<file path="config.mk">
export PLATFORM = sky130hd
export DESIGN_NAME = masked_stack_statistics_top
export DESIGN_NICKNAME = d
export VERILOG_FILES = /design/src/hw/rtl/msstat_pkg.sv /design/src/hw/rtl/msstat_div.sv /design/src/hw/rtl/msstat_sqrt.sv /design/src/hw/rtl/masked_stack_statistics_top.sv
export SDC_FILE = /design/constraint.sdc
export NUM_CORES = 2
export LEC_CHECK = 0
export ABC_AREA = 1
export BUFFER_PORTS_ARGS = -buffer_cell sky130_fd_sc_hd__buf_2
export CAP_MARGIN = 0
export CORE_ASPECT_RATIO = 0.75
export CORE_MARGIN = 2
export CORE_UTILIZATION = 25
export DETAILED_ROUTE_END_ITERATION = 6
export SYNTH_ARGS = -nofsm -noshare
export SYNTH_HDL_FRONTEND = slang
export SYNTH_SLANG_ARGS = --single-unit
</file>
<file path="constraint.sdc">
create_clock -name clk -period 14 [get_ports clk]
set_clock_uncertainty 0.2 [all_clocks]
set_input_delay 2.1 -clock clk [delete_from_list [all_inputs] [get_ports clk]]
set_output_delay 2.1 -clock clk [all_outputs]
set_load 0.02 [all_outputs]
</file>
<file path="src/hw/rtl/msstat_pkg.sv">
// ----------------------------------------------------------------------------
// msstat_pkg
// types and fixed widths of the masked stack statistics block
// ----------------------------------------------------------------------------
package msstat_pkg;

    localparam int SAMPLE_W = 24;
    localparam int LC_W     = 9;
    localparam int SUM_W    = 32;
    localparam int SQ_W     = 56;
    localparam int VAR_W    = 47;
    localparam int DEV_W    = 23;
    localparam int MEAN_W   = 33;
    localparam int EXT_W    = 34;

    localparam int DIV_W    = 64;
    localparam int DVS_W    = 17;
    localparam int STEP_W   = 7;
    localparam int RAD_W    = 48;
    localparam int ROOT_W   = 24;
    localparam int SQC_W    = 5;

    localparam logic [STEP_W-1:0] MEAN_STEPS = 7'd32;
    localparam logic [STEP_W-1:0] VAR_STEPS  = 7'd64;

    localparam logic [LC_W-1:0]  LAYER_COUNT_RESET = 9'd2;
    localparam logic [VAR_W-1:0] VAR_MAX = {VAR_W{1'b1}};
    localparam logic [DEV_W-1:0] DEV_MAX = {DEV_W{1'b1}};

    typedef struct packed {
        logic signed [SAMPLE_W-1:0] sample_value;
        logic                       sample_missing;
    } sample_t;

    typedef struct packed {
        logic                       stats_valid;
        logic [LC_W-1:0]            valid_count;
        logic signed [SAMPLE_W-1:0] mean_value;
        logic signed [SAMPLE_W-1:0] min_value;
        logic signed [SAMPLE_W-1:0] max_value;
        logic [VAR_W-1:0]           variance_value;
        logic [DEV_W-1:0]           std_dev;
        logic signed [SAMPLE_W-1:0] mean_minus_dev;
        logic signed [SAMPLE_W-1:0] mean_plus_dev;
    } result_t;

    typedef struct packed {
        logic              go;
        logic [DIV_W-1:0]  dividend;
        logic [DVS_W-1:0]  divisor;
        logic [STEP_W-1:0] steps;
    } div_req_t;

    typedef struct packed {
        logic             done;
        logic [DIV_W-1:0] quotient;
        logic [DVS_W-1:0] remainder;
    } div_rsp_t;

    typedef struct packed {
        logic             go;
        logic [RAD_W-1:0] radicand;
    } sqrt_req_t;

    typedef struct packed {
        logic              done;
        logic [ROOT_W-1:0] root;
    } sqrt_rsp_t;

endpackage

</file>
<file path="src/hw/rtl/msstat_div.sv">
// ----------------------------------------------------------------------------
// msstat_div
// restoring shift-subtract divider, one quotient bit per cycle
// ----------------------------------------------------------------------------
module msstat_div
    import msstat_pkg::*;
(
    input  logic     clk,
    input  logic     rst_n,
    input  div_req_t req,
    output div_rsp_t rsp
);

    logic [DIV_W-1:0]  quo_reg, quo_next;
    logic [DVS_W-1:0]  rem_reg, rem_next;
    logic [DVS_W-1:0]  dvs_reg, dvs_next;
    logic [STEP_W-1:0] cnt_reg, cnt_next;
    logic              busy_reg, busy_next;
    logic              done_reg, done_next;

    logic [DVS_W:0]    rem_shift;
    logic [DVS_W:0]    rem_diff;
    logic              ge;

    always_comb
    begin
        rem_shift = {rem_reg, quo_reg[DIV_W-1]};
        rem_diff  = rem_shift - {1'b0, dvs_reg};
        ge        = rem_shift >= {1'b0, dvs_reg};

        quo_next  = quo_reg;
        rem_next  = rem_reg;
        dvs_next  = dvs_reg;
        cnt_next  = cnt_reg;
        busy_next = busy_reg;
        done_next = 1'b0;

        if (req.go)
        begin
            quo_next  = req.dividend;
            rem_next  = '0;
            dvs_next  = req.divisor;
            cnt_next  = req.steps;
            busy_next = 1'b1;
        end
        else if (busy_reg)
        begin
            // remainder stays below the divisor, so the top bit drops
            rem_next = ge ? rem_diff[DVS_W-1:0] : rem_shift[DVS_W-1:0];
            quo_next = {quo_reg[DIV_W-2:0], ge};
            cnt_next = cnt_reg - 1'b1;
            if (cnt_reg == 7'd1)
            begin
                busy_next = 1'b0;
                done_next = 1'b1;
            end
        end
    end

    always_ff @(posedge clk or negedge rst_n)
    begin
        if (!rst_n)
        begin
            cnt_reg  <= '0;
            busy_reg <= 1'b0;
            done_reg <= 1'b0;
        end
        else
        begin
            cnt_reg  <= cnt_next;
            busy_reg <= busy_next;
            done_reg <= done_next;
        end
    end

    always_ff @(posedge clk)
    begin
        quo_reg <= quo_next;
        rem_reg <= rem_next;
        dvs_reg <= dvs_next;
    end

    assign rsp.done      = done_reg;
    assign rsp.quotient  = quo_reg;
    assign rsp.remainder = rem_reg;

endmodule

</file>
<file path="src/hw/rtl/msstat_sqrt.sv">
// ----------------------------------------------------------------------------
// msstat_sqrt
// digit-by-digit integer square root, one root bit per cycle
// ----------------------------------------------------------------------------
module msstat_sqrt
    import msstat_pkg::*;
(
    input  logic      clk,
    input  logic      rst_n,
    input  sqrt_req_t req,
    output sqrt_rsp_t rsp
);

    localparam int REM_W = ROOT_W + 2;

    logic [RAD_W-1:0]  rad_reg, rad_next;
    logic [REM_W-1:0]  rem_reg, rem_next;
    logic [ROOT_W-1:0] root_reg, root_next;
    logic [SQC_W-1:0]  cnt_reg, cnt_next;
    logic              busy_reg, busy_next;
    logic              done_reg, done_next;

    logic [REM_W+1:0]  rem_t;
    logic [REM_W+1:0]  trial;
    logic [REM_W+1:0]  rem_sub;
    logic              ge;

    always_comb
    begin
        rem_t   = {rem_reg, rad_reg[RAD_W-1:RAD_W-2]};
        trial   = {2'b00, root_reg, 2'b01};
        rem_sub = rem_t - trial;
        ge      = rem_t >= trial;

        rad_next  = rad_reg;
        rem_next  = rem_reg;
        root_next = root_reg;
        cnt_next  = cnt_reg;
        busy_next = busy_reg;
        done_next = 1'b0;

        if (req.go)
        begin
            rad_next  = req.radicand;
            rem_next  = '0;
            root_next = '0;
            cnt_next  = SQC_W'(ROOT_W);
            busy_next = 1'b1;
        end
        else if (busy_reg)
        begin
            rem_next  = ge ? rem_sub[REM_W-1:0] : rem_t[REM_W-1:0];
            root_next = {root_reg[ROOT_W-2:0], ge};
            rad_next  = {rad_reg[RAD_W-3:0], 2'b00};
            cnt_next  = cnt_reg - 1'b1;
            if (cnt_reg == 5'd1)
            begin
                busy_next = 1'b0;
                done_next = 1'b1;
            end
        end
    end

    always_ff @(posedge clk or negedge rst_n)
    begin
        if (!rst_n)
        begin
            cnt_reg  <= '0;
            busy_reg <= 1'b0;
            done_reg <= 1'b0;
        end
        else
        begin
            cnt_reg  <= cnt_next;
            busy_reg <= busy_next;
            done_reg <= done_next;
        end
    end

    always_ff @(posedge clk)
    begin
        rad_reg  <= rad_next;
        rem_reg  <= rem_next;
        root_reg <= root_next;
    end

    assign rsp.done = done_reg;
    assign rsp.root = root_reg;

endmodule

</file>
<file path="src/hw/rtl/masked_stack_statistics_top.sv">
// a request that does not close a cell keeps busy high through S_SQ and S_ACC; a new
// request is taken only back in idle; the request that closes a cell with data keeps busy
// high through five passes of the shared 32x32 multiplier, a 32-step mean divide, a 64-step
// variance divide and a 24-step square root; a cell with no data finishes in S_ACC
// done pulses one cycle with the result, which cannot be held off
// rst_n clears the accumulators and sets layer_count to 2
// ----------------------------------------------------------------------------
// masked_stack_statistics_top
// per-cell count, mean, variance, standard deviation, min, max and mean +/-
// deviation over a stack of samples with no-data flags
// ----------------------------------------------------------------------------
module masked_stack_statistics_top
    import msstat_pkg::*;
#(
    parameter int MAX_LAYERS  = 256,
    parameter int SAMPLE_BITS = 24
)
(
    input  logic        clk,
    input  logic        rst_n,

    input  logic        start,
    output logic        busy,
    input  sample_t     sample,

    output logic        done,
    output result_t     result,

    input  logic        psel,
    input  logic        penable,
    input  logic        pwrite,
    input  logic [2:0]  paddr,
    input  logic [31:0] pwdata,
    output logic [31:0] prdata,
    output logic        pready
);

    localparam int CNT_W = $clog2(MAX_LAYERS + 1);
    localparam int SHIFT = SAMPLE_W - SAMPLE_BITS;
    localparam logic [LC_W-1:0] LIMIT_MAX = LC_W'(MAX_LAYERS);
    localparam logic [LC_W-1:0] LIMIT_MIN = 9'd2;
    localparam logic signed [EXT_W-1:0] SMAX =
        EXT_W'((64'sd1 <<< (SAMPLE_BITS - 1)) - 64'sd1);
    localparam logic signed [EXT_W-1:0] SMIN = -SMAX - 1;

    localparam logic REG_LAYER_COUNT = 1'b0;

    localparam logic [3:0] S_IDLE  = 4'd0;
    localparam logic [3:0] S_SQ    = 4'd1;
    localparam logic [3:0] S_ACC   = 4'd2;
    localparam logic [3:0] S_M1    = 4'd3;
    localparam logic [3:0] S_M2    = 4'd4;
    localparam logic [3:0] S_M3    = 4'd5;
    localparam logic [3:0] S_M4    = 4'd6;
    localparam logic [3:0] S_M5    = 4'd7;
    localparam logic [3:0] S_DMEAN = 4'd8;
    localparam logic [3:0] S_DVAR  = 4'd9;
    localparam logic [3:0] S_SQRT  = 4'd10;
    localparam logic [3:0] S_OUT   = 4'd11;

    logic [3:0]                 state_reg, state_next;
    logic [LC_W-1:0]            layer_count_reg, layer_count_next;
    logic [CNT_W-1:0]           seen_reg, seen_next;
    logic [CNT_W-1:0]           good_reg, good_next;
    logic signed [SUM_W-1:0]    sum_reg, sum_next;
    logic [SQ_W-1:0]            sumsq_reg, sumsq_next;
    logic signed [SAMPLE_W-1:0] min_reg, min_next;
    logic signed [SAMPLE_W-1:0] max_reg, max_next;
    logic [SAMPLE_W-1:0]        zabs_reg, zabs_next;
    logic                       miss_reg, miss_next;
    logic [63:0]                prod_reg;
    logic [63:0]                num_reg, num_next;
    logic [63:0]                sq_reg, sq_next;
    logic [DVS_W-1:0]           nn_reg, nn_next;
    logic signed [MEAN_W-1:0]   mean_reg, mean_next;
    logic [VAR_W-1:0]           var_reg, var_next;
    logic [DEV_W-1:0]           dev_reg, dev_next;
    logic                       done_reg, done_next;
    result_t                    result_reg, result_next;

    logic signed [SAMPLE_W-1:0] z_shl;
    logic signed [SAMPLE_W-1:0] z;
    logic [SUM_W-1:0]           sum_abs;
    logic [LC_W-1:0]            limit;
    logic [31:0]                mul_a, mul_b;
    logic [MEAN_W-1:0]          q_ext;
    logic [VAR_W-1:0]           var_clamp;
    logic signed [EXT_W-1:0]    mean_ext, dev_ext;
    logic                       cfg_write;

    div_req_t  div_req;
    div_rsp_t  div_rsp;
    sqrt_req_t sqrt_req;
    sqrt_rsp_t sqrt_rsp;

    function automatic logic [SAMPLE_W-1:0] sat_fn(input logic signed [EXT_W-1:0] v);
        logic signed [EXT_W-1:0] r;
        begin
            r = v;
            if (v > SMAX)
            begin
                r = SMAX;
            end
            else if (v < SMIN)
            begin
                r = SMIN;
            end
            sat_fn = r[SAMPLE_W-1:0];
        end
    endfunction

    msstat_div u_div
    (
        .clk   (clk),
        .rst_n (rst_n),
        .req   (div_req),
        .rsp   (div_rsp)
    );

    msstat_sqrt u_sqrt
    (
        .clk   (clk),
        .rst_n (rst_n),
        .req   (sqrt_req),
        .rsp   (sqrt_rsp)
    );

    // only the low SAMPLE_BITS bits count, as two's complement
    always_comb
    begin
        z_shl   = sample.sample_value <<< SHIFT;
        z       = z_shl >>> SHIFT;
        sum_abs = sum_reg[SUM_W-1] ? SUM_W'(-sum_reg) : SUM_W'(sum_reg);

        if (layer_count_reg < LIMIT_MIN)
        begin
            limit = LIMIT_MIN;
        end
        else if (layer_count_reg > LIMIT_MAX)
        begin
            limit = LIMIT_MAX;
        end
        else
        begin
            limit = layer_count_reg;
        end

        q_ext     = {1'b0, div_rsp.quotient[31:0]};
        var_clamp = (div_rsp.quotient > 64'(VAR_MAX)) ? VAR_MAX
                                                       : div_rsp.quotient[VAR_W-1:0];
        mean_ext  = EXT_W'(mean_reg);
        dev_ext   = signed'(EXT_W'(dev_reg));
    end

    // shared multiplier operand select
    always_comb
    begin
        unique case (state_reg)
            S_SQ:
            begin
                mul_a = 32'(zabs_reg);
                mul_b = 32'(zabs_reg);
            end
            S_M1:
            begin
                mul_a = 32'(good_reg);
                mul_b = sumsq_reg[31:0];
            end
            S_M2:
            begin
                mul_a = 32'(good_reg);
                mul_b = 32'(sumsq_reg[SQ_W-1:32]);
            end
            S_M3:
            begin
                mul_a = sum_abs;
                mul_b = sum_abs;
            end
            S_M4:
            begin
                mul_a = 32'(good_reg);
                mul_b = 32'(good_reg);
            end
            default:
            begin
                mul_a = '0;
                mul_b = '0;
            end
        endcase
    end

    always_comb
    begin
        div_req.go       = (state_reg == S_M5) || (state_reg == S_DMEAN && div_rsp.done);
        div_req.dividend = (state_reg == S_M5) ? {sum_abs, 32'd0} : num_reg;
        div_req.divisor  = (state_reg == S_M5) ? DVS_W'(good_reg) : nn_reg;
        div_req.steps    = (state_reg == S_M5) ? MEAN_STEPS : VAR_STEPS;

        sqrt_req.go       = (state_reg == S_DVAR) && div_rsp.done;
        sqrt_req.radicand = RAD_W'(var_clamp);
    end

    assign cfg_write = psel && penable && pwrite && (paddr[2] == REG_LAYER_COUNT);

    always_comb
    begin
        state_next       = state_reg;
        layer_count_next = cfg_write ? pwdata[LC_W-1:0] : layer_count_reg;
        seen_next        = seen_reg;
        good_next        = good_reg;
        sum_next         = sum_reg;
        sumsq_next       = sumsq_reg;
        min_next         = min_reg;
        max_next         = max_reg;
        zabs_next        = zabs_reg;
        miss_next        = miss_reg;
        num_next         = num_reg;
        sq_next          = sq_reg;
        nn_next          = nn_reg;
        mean_next        = mean_reg;
        var_next         = var_reg;
        dev_next         = dev_reg;
        done_next        = 1'b0;
        result_next      = result_reg;

        unique case (state_reg)
            S_IDLE:
            begin
                if (start)
                begin
                    seen_next = seen_reg + 1'b1;
                    miss_next = sample.sample_missing;
                    zabs_next = z[SAMPLE_W-1] ? SAMPLE_W'(-z) : SAMPLE_W'(z);
                    if (!sample.sample_missing)
                    begin
                        good_next = good_reg + 1'b1;
                        sum_next  = sum_reg + SUM_W'(z);
                        if (good_reg == '0)
                        begin
                            min_next = z;
                            max_next = z;
                        end
                        else if (z < min_reg)
                        begin
                            min_next = z;
                        end
                        else if (z > max_reg)
                        begin
                            max_next = z;
                        end
                    end
                    state_next = S_SQ;
                end
            end
            S_SQ:
            begin
                state_next = S_ACC;
            end
            S_ACC:
            begin
                if (!miss_reg)
                begin
                    sumsq_next = sumsq_reg + SQ_W'(prod_reg[47:0]);
                end
                if (LC_W'(seen_reg) >= limit)
                begin
                    if (good_reg == '0)
                    begin
                        result_next = '0;
                        done_next   = 1'b1;
                        seen_next   = '0;
                        sumsq_next  = '0;
                        state_next  = S_IDLE;
                    end
                    else
                    begin
                        state_next = S_M1;
                    end
                end
                else
                begin
                    state_next = S_IDLE;
                end
            end
            S_M1:
            begin
                state_next = S_M2;
            end
            S_M2:
            begin
                num_next   = prod_reg;
                state_next = S_M3;
            end
            S_M3:
            begin
                // n * sumsq stays below 2^63
                num_next   = num_reg + {prod_reg[31:0], 32'd0};
                state_next = S_M4;
            end
            S_M4:
            begin
                sq_next    = prod_reg;
                state_next = S_M5;
            end
            S_M5:
            begin
                nn_next    = prod_reg[DVS_W-1:0];
                num_next   = (num_reg > sq_reg) ? (num_reg - sq_reg) : 64'd0;
                state_next = S_DMEAN;
            end
            S_DMEAN:
            begin
                if (div_rsp.done)
                begin
                    // negative sum rounds the magnitude up so the mean is a floor
                    if (sum_reg[SUM_W-1])
                    begin
                        mean_next = -signed'(q_ext + MEAN_W'(|div_rsp.remainder));
                    end
                    else
                    begin
                        mean_next = signed'(q_ext);
                    end
                    state_next = S_DVAR;
                end
            end
            S_DVAR:
            begin
                if (div_rsp.done)
                begin
                    var_next   = var_clamp;
                    state_next = S_SQRT;
                end
            end
            S_SQRT:
            begin
                if (sqrt_rsp.done)
                begin
                    dev_next = (sqrt_rsp.root > ROOT_W'(DEV_MAX)) ? DEV_MAX
                                                                  : sqrt_rsp.root[DEV_W-1:0];
                    state_next = S_OUT;
                end
            end
            S_OUT:
            begin
                result_next.stats_valid    = 1'b1;
                result_next.valid_count    = LC_W'(good_reg);
                result_next.mean_value     = sat_fn(mean_ext);
                result_next.min_value      = min_reg;
                result_next.max_value      = max_reg;
                result_next.variance_value = var_reg;
                result_next.std_dev        = dev_reg;
                result_next.mean_minus_dev = sat_fn(mean_ext - dev_ext);
                result_next.mean_plus_dev  = sat_fn(mean_ext + dev_ext);
                done_next  = 1'b1;
                seen_next  = '0;
                good_next  = '0;
                sum_next   = '0;
                sumsq_next = '0;
                state_next = S_IDLE;
            end
            default:
            begin
                state_next = S_IDLE;
            end
        endcase
    end

    always_ff @(posedge clk or negedge rst_n)
    begin
        if (!rst_n)
        begin
            state_reg       <= S_IDLE;
            layer_count_reg <= LAYER_COUNT_RESET;
            seen_reg        <= '0;
            good_reg        <= '0;
            sum_reg         <= '0;
            sumsq_reg       <= '0;
            done_reg        <= 1'b0;
        end
        else
        begin
            state_reg       <= state_next;
            layer_count_reg <= layer_count_next;
            seen_reg        <= seen_next;
            good_reg        <= good_next;
            sum_reg         <= sum_next;
            sumsq_reg       <= sumsq_next;
            done_reg        <= done_next;
        end
    end

    always_ff @(posedge clk)
    begin
        min_reg    <= min_next;
        max_reg    <= max_next;
        zabs_reg   <= zabs_next;
        miss_reg   <= miss_next;
        prod_reg   <= mul_a * mul_b;
        num_reg    <= num_next;
        sq_reg     <= sq_next;
        nn_reg     <= nn_next;
        mean_reg   <= mean_next;
        var_reg    <= var_next;
        dev_reg    <= dev_next;
        result_reg <= result_next;
    end

    assign busy   = (state_reg != S_IDLE);
    assign done   = done_reg;
    assign result = result_reg;
    assign pready = 1'b1;
    assign prdata = (paddr[2] == REG_LAYER_COUNT) ? 32'(layer_count_reg) : 32'd0;

endmodule

</file>
# After elaboration in Yosys (flattened, before gate mapping)

Index checks and enable logic that the tools add are counted.

Memories kept: 0
Bits in read-only memories: 0
Register bits: 917
Bits in writable memories: 0
Input port bits: 66
Latch bits: 0

Add/subtract/negate cells: 16
Shift operators: 0
Div/mod/pow operators: 0
Multiplexer cells: 74
Bitwise operators: 2
Multipliers: 1
Magnitude comparators: 16
Eq/ne operators: 21
Reduce and logical (&&, ||, !) cells: 29

Operator list:

| cell                                                                           | count |
|---|---|
| 200-bit two-way mux                                                            | 2 |
| 200-bit one-hot mux with 2 select lines                                        | 1 |
| 24-bit two-way mux                                                             | 11 |
| 64-bit two-way mux                                                             | 4 |
| 64-bit one-hot mux with 3 select lines                                         | 1 |
| 56-bit two-way mux                                                             | 3 |
| 32-bit one-hot mux with 5 select lines                                         | 1 |
| 47-bit two-way mux                                                             | 3 |
| 32-bit two-way mux                                                             | 4 |
| 56-bit one-hot mux with 2 select lines                                         | 1 |
| 32-bit one-hot mux with 3 select lines                                         | 1 |
| 9-bit two-way mux                                                              | 9 |
| 34-bit by 24-bit > comparator with 1-bit output, second input constant         | 2 |
| 34-bit by 24-bit less-than comparator with 1-bit output, second input constant | 2 |
| 64-bit adder                                                                   | 1 |
| 64-bit by 47-bit > comparator with 1-bit output, second input constant         | 1 |
| 64-bit > comparator                                                            | 1 |
| 32-bit by 32-bit multiplier with 64-bit output                                 | 1 |
| 32-bit one-hot mux with 2 select lines                                         | 1 |
| 64-bit subtractor                                                              | 1 |
| 56-bit by 48-bit adder with 56-bit output                                      | 1 |
| 4-bit one-hot mux with 11 select lines                                         | 1 |
| 33-bit by 24-bit adder with 34-bit output                                      | 1 |
| 33-bit by 24-bit subtractor with 34-bit output                                 | 1 |
| other kinds (53)                                                               | 104 |

# Longest topological paths before layout

Depth in word-level cells: 6
Gate-level depth with buffers: 45
Gate-level depth less buffers: 44

# Hierarchy

From an unflattened synthesis, not the netlist that was laid out.

Cells, all modules: 12008
Area, all modules: 93539.7 um^2

Modules (own cells, without submodules):

| module                      | area an instance (um^2) | cells each | instances |
|---|---|---|---|
| masked_stack_statistics_top | 81974.9                 | 10515      | 1 |
| msstat_sqrt                 | 5883.1                  | 795        | 1 |
| msstat_div                  | 5681.7                  | 698        | 1 |

# Least setup slack after synthesis

No wires, ideal clock.

Kind: reg-to-reg
From: register layer_count_reg[6]
To: register result_reg, in the netlist result[0], enable pin
Clock period less this slack: 11.734 ns
Data required time: 13.036 ns
Path buffers: 1
Cell stages (with the launch flop): 13
Arrival time: 10.769 ns
Setup slack: 2.266 ns
Cells stage by stage: dfrtp_1 -> nor2_1 -> inv_1 -> o41ai_1 -> nand2_1 -> ha_1 -> nand2_1 -> nor2_1 -> nand2_1 -> o211ai_1 -> a21oi_2 -> clkbuf_1 -> nor2_1

Longest elaborated chain between the ends: 6

Ends and longest elaborated chain:

| item                                       | RTL line                           | text |
|---|---|---|
| start: declaration                         | masked_stack_statistics_top.sv:62  | `logic [LC_W-1:0] layer_count_reg, layer_count_next;` |
| start signal: assignment                   | masked_stack_statistics_top.sv:384 | `layer_count_reg <= layer_count_next;` |
| 9-bit > comparator                         | masked_stack_statistics_top.sv:139 | `else if (layer_count_reg > LIMIT_MAX)` |
| 9-bit two-way mux                          | masked_stack_statistics_top.sv:139 |  |
| 9-bit two-way mux (*)                      | masked_stack_statistics_top.sv:135 | `if (layer_count_reg < LIMIT_MIN)` |
| 9-bit >= comparator (*)                    | masked_stack_statistics_top.sv:265 | `if (LC_W'(seen_reg) >= limit)` |
| 2-bit inequality test (no source line) (*) | -                                  |  |
| 3-bit AND reduction (no source line) (*)   | -                                  |  |
| end signal: assignment                     | masked_stack_statistics_top.sv:406 | `result_reg <= result_next;` |
| end: declaration                           | masked_stack_statistics_top.sv:79  | `result_t result_reg, result_next;` |

Every way passes the cells marked *; elsewhere a longest branch is shown, timed or not.
A chain may end at the register's enable or synchronous reset.

# Worst setup path in the final report

From: register sum_reg[0]
To: register prod_reg[63]

Longest elaborated chain between the ends: 4

Ends and longest elaborated chain:

| item                                                                                             | RTL line                           | text |
|---|---|---|
| start: declaration                                                                               | masked_stack_statistics_top.sv:65  | `logic signed [SUM_W-1:0] sum_reg, sum_next;` |
| start signal: assignment                                                                         | masked_stack_statistics_top.sv:387 | `sum_reg <= sum_next;` |
| 32-bit negator                                                                                   | masked_stack_statistics_top.sv:133 | `sum_abs = sum_reg[SUM_W-1] ? SUM_W'(-sum_reg) : SUM_W'(sum_reg);` |
| 32-bit two-way mux (*)                                                                           | masked_stack_statistics_top.sv:133 |  |
| 32-bit one-hot mux with 5 select lines or 32-bit one-hot mux with 3 select lines (tied branches) | masked_stack_statistics_top.sv:158 | `unique case (state_reg)` |
| 32-bit by 32-bit multiplier with 64-bit output (*)                                               | masked_stack_statistics_top.sv:399 | `prod_reg <= mul_a * mul_b;` |
| end signal: assignment                                                                           | masked_stack_statistics_top.sv:399 |  |
| end: declaration                                                                                 | masked_stack_statistics_top.sv:71  | `logic [63:0] prod_reg;` |

Marks and branches as above.

==> flow_summary.ini <==
[status]
status = completed

[pwr]
switching_share = 0.244
ir_worst_vdd_v = 0.0000859
powerDensity_mw_per_mm2 = 57.7
power.total_mw = 5.90
seq_power_share = 0.494
p_leak_nw = 48.7
p_switching_mw = 1.44
p_int_mw = 4.46
comb_power_share = 0.050
pwr-share-clk = 0.456

[global_route]
first_global_vias = 74800
grt_pass1_wl_um = 500000
grt_max_degree = 81
grt_overflow_total = 0
grt_util_all_layers = 0.177
antenna_found_initial = 17

[yosys]
synth_seq_cells = 917
synth_cell_types = 80
syn_area_mm2 = 0.0924
synth_cells = 11600
synth_edf_count = 649
ys_warn_count = 0
async_reset_ff_frac = 0.148
synthFlopType = edfxtp_1
seq_area_frac_synth = 0.276
avgSynthCellArea_um2 = 7.96

[cells_and_area]
area_growth_pct = 10.7
largest_reg_flops = 200
final_util = 0.278
fin_nets = 13400
drive_above_1_share = 0.0623
final_cells = 16700

[timing]
period_share = 0.817
slew_headroom = 0.0394
holdWs_ns = 0.250
fin_tns_setup_ns = 0
rsz0062_at_grt = false
slew_violations = 0
setup_viol = 0
fmax_mhz = 87.4
fin_crit_ns = 11.44
worstMarginPinSlew_ns = 1.43
finalHoldViolations = 0

[placement]
place_inst = 16600
dp_hpwl_um = 272000
place.gp.congestion = 0.998
port_buffers = 251

[worst_setup_path]
crit_slowest_cell = inv_2
rrSetupSlack_ns = 2.56
worstRegToRegCells = 37
cpPeakStageDelay_ns = 0.79
crit_family = adder cells
path_common_cell = fa_1
crit_fanout = 27
r2r_start = sum_reg[0]
required_ns = 14.40
arrival_ns = 11.84
criticalPathCategory = reg -> reg
r2r-end = prod_reg[63]
cp-end-kind = flop
path_buf_inv = 10
crit_path_start_kind = flop

[worst_hold_path]
worstHoldPathType = reg -> reg
hold_path_depth = 0
hold_path_end = sq_reg[52]
hp-start = prod_reg[52]

[floorplan]
die_w_um = 706
start_util = 0.251
die_h_um = 531
ios = 301
die-area_mm2 = 0.375
core.rowCount = 193
core_area_mm2 = 0.368

[drt]
ant_nets = 0
drc = 0
drt-initial-drc-count = 8785
routed_via_density = 4.70
drt_first_pass_iters = 6
wl_per_cell_um = 20.2
num_vias = 78600
drt_wl_total_um = 339000

[clocking]
clockBufferDepth = 3
hold_buffers = 0
numClockSinks = 917
post_cts_resized = 0
cts_root_buffer = clkbuf_16
cts_setup_buffers = 0
cts.clk_slew.worst_paths_ns = 0.07
tritoncts = done
htree_levels = 3
cts_made_buffers = 91
worst_skew_pair.late_latency_ns = 0.75

[job]
drv_cap = 0
## per-stage QoR
step	worst slack, ns	cell area [um^2]
after floorplan	2.27	92600
after global placement	2.94	99100
after detailed placement	2.91	99100
after CTS	2.90	102000
after global routing	2.22	102000
final	2.56	102000
## worst reg2reg max path, delay by kind of cell (launching register included)
family / cells / cell delay, ns
adder cells (fa/ha/maj): 9 / 4.84
AND/OR/NAND/NOR: 14 / 2.43
flip-flops: 1 / 0.39
buffers and inverters: 10 / 2.26
XOR/XNOR: 2 / 0.83
AO/OA/AOI/OAI: 2 / 0.39
## cell type report
cell class | instances | area (um^2)
well taps | 4875 | 6100
clock inverters | 61 | 810
diodes | 5 | 12.5
clock buffers | 109 | 2400
inverters | 2516 | 9460
fillers | 39900 | 266000
multi-input cells | 7899 | 56000
repair buffers | 347 | 1980
flip-flops and latches | 917 | 25500
## power by group through the flow
stage                     Clock (mW)  Combinational, mW  Sequential (mW)
after floorplan                    0              0.190             2.96
after global placement             0              0.290             2.97
after detailed placement           0              0.293             2.97
after CTS                       2.75              0.295             2.92
after global routing            2.85              0.331             2.92
final                           2.69              0.296             2.92
## cell usage in the layout (no fill, tap or decap), types with 72 or more instances in the layout
cell type / count
a21oi_1: 596
a31oi_1: 105
buf_2: 250
buf_4: 96
clkbuf_16: 92
dfrtp_1: 134
dfxtp_1: 132
edfxtp_1: 649
fa_1: 903
ha_1: 625
inv_1: 2431
inv_2: 73
nand2_1: 2524
nand3_1: 426
nand4_1: 78
nor2_1: 1080
nor3_1: 109
o21ai_0: 544
o22ai_1: 72
xnor2_1: 87
xor2_1: 177
## worst max path at each step
| stage | startpoint | to | slack, ns | cells past startpoint |
|---|---|---|---|---|
| after CTS | sum_reg[0] | prod_reg[63] | 2.90 | 37 |
| after global placement | sum_reg[0] | prod_reg[63] | 2.94 | 37 |
| after floorplan | layer_count_reg[6] | result[0] | 2.27 | 12 |
| after detailed placement | sum_reg[0] | prod_reg[63] | 2.91 | 37 |
| final | sum_reg[0] | prod_reg[63] | 2.56 | 37 |
| after global routing | sum_reg[0] | prod_reg[63] | 2.22 | 37 |
## cells by family (layout without fill, tap and decap cells)
family	count (synthesis)	in the layout	share of synthesized area
buffers and inverters	2843	3033	0.121
other	2	55	0.0000813
adders and majority gates	1528	1528	0.280
AOI/OAI and AO/OA	1628	1628	0.100
and+or+nand+nor	4428	4428	0.197
DFF	917	917	0.276
xor gates and xnor gates	265	265	0.0252
## synthesized netlist by cell type, drive strengths merged (132+ instances only)
cell type     n  area (um^2)
nand3       434         2220
buf         205         1240
nand2      2553         9690
edfxtp      649        19500
fa          903        18100
xor2        178         1570
dfrtp       135         3380
nor2       1136         4480
a21oi       606         3080
ha          625         7820
o21ai       576         2930
inv        2509         9430
dfxtp       132         2640
## layer usage
metal	share of wire	vias up	track usage
met5	0.000074	-	0
met2	0.39	3380	0.244
met3	0.11	324	0.0446
met4	0.019	4	0.0318
met1	0.48	38200	0.274
li1	-	36700	-
(Power assumes the default switching activity.)
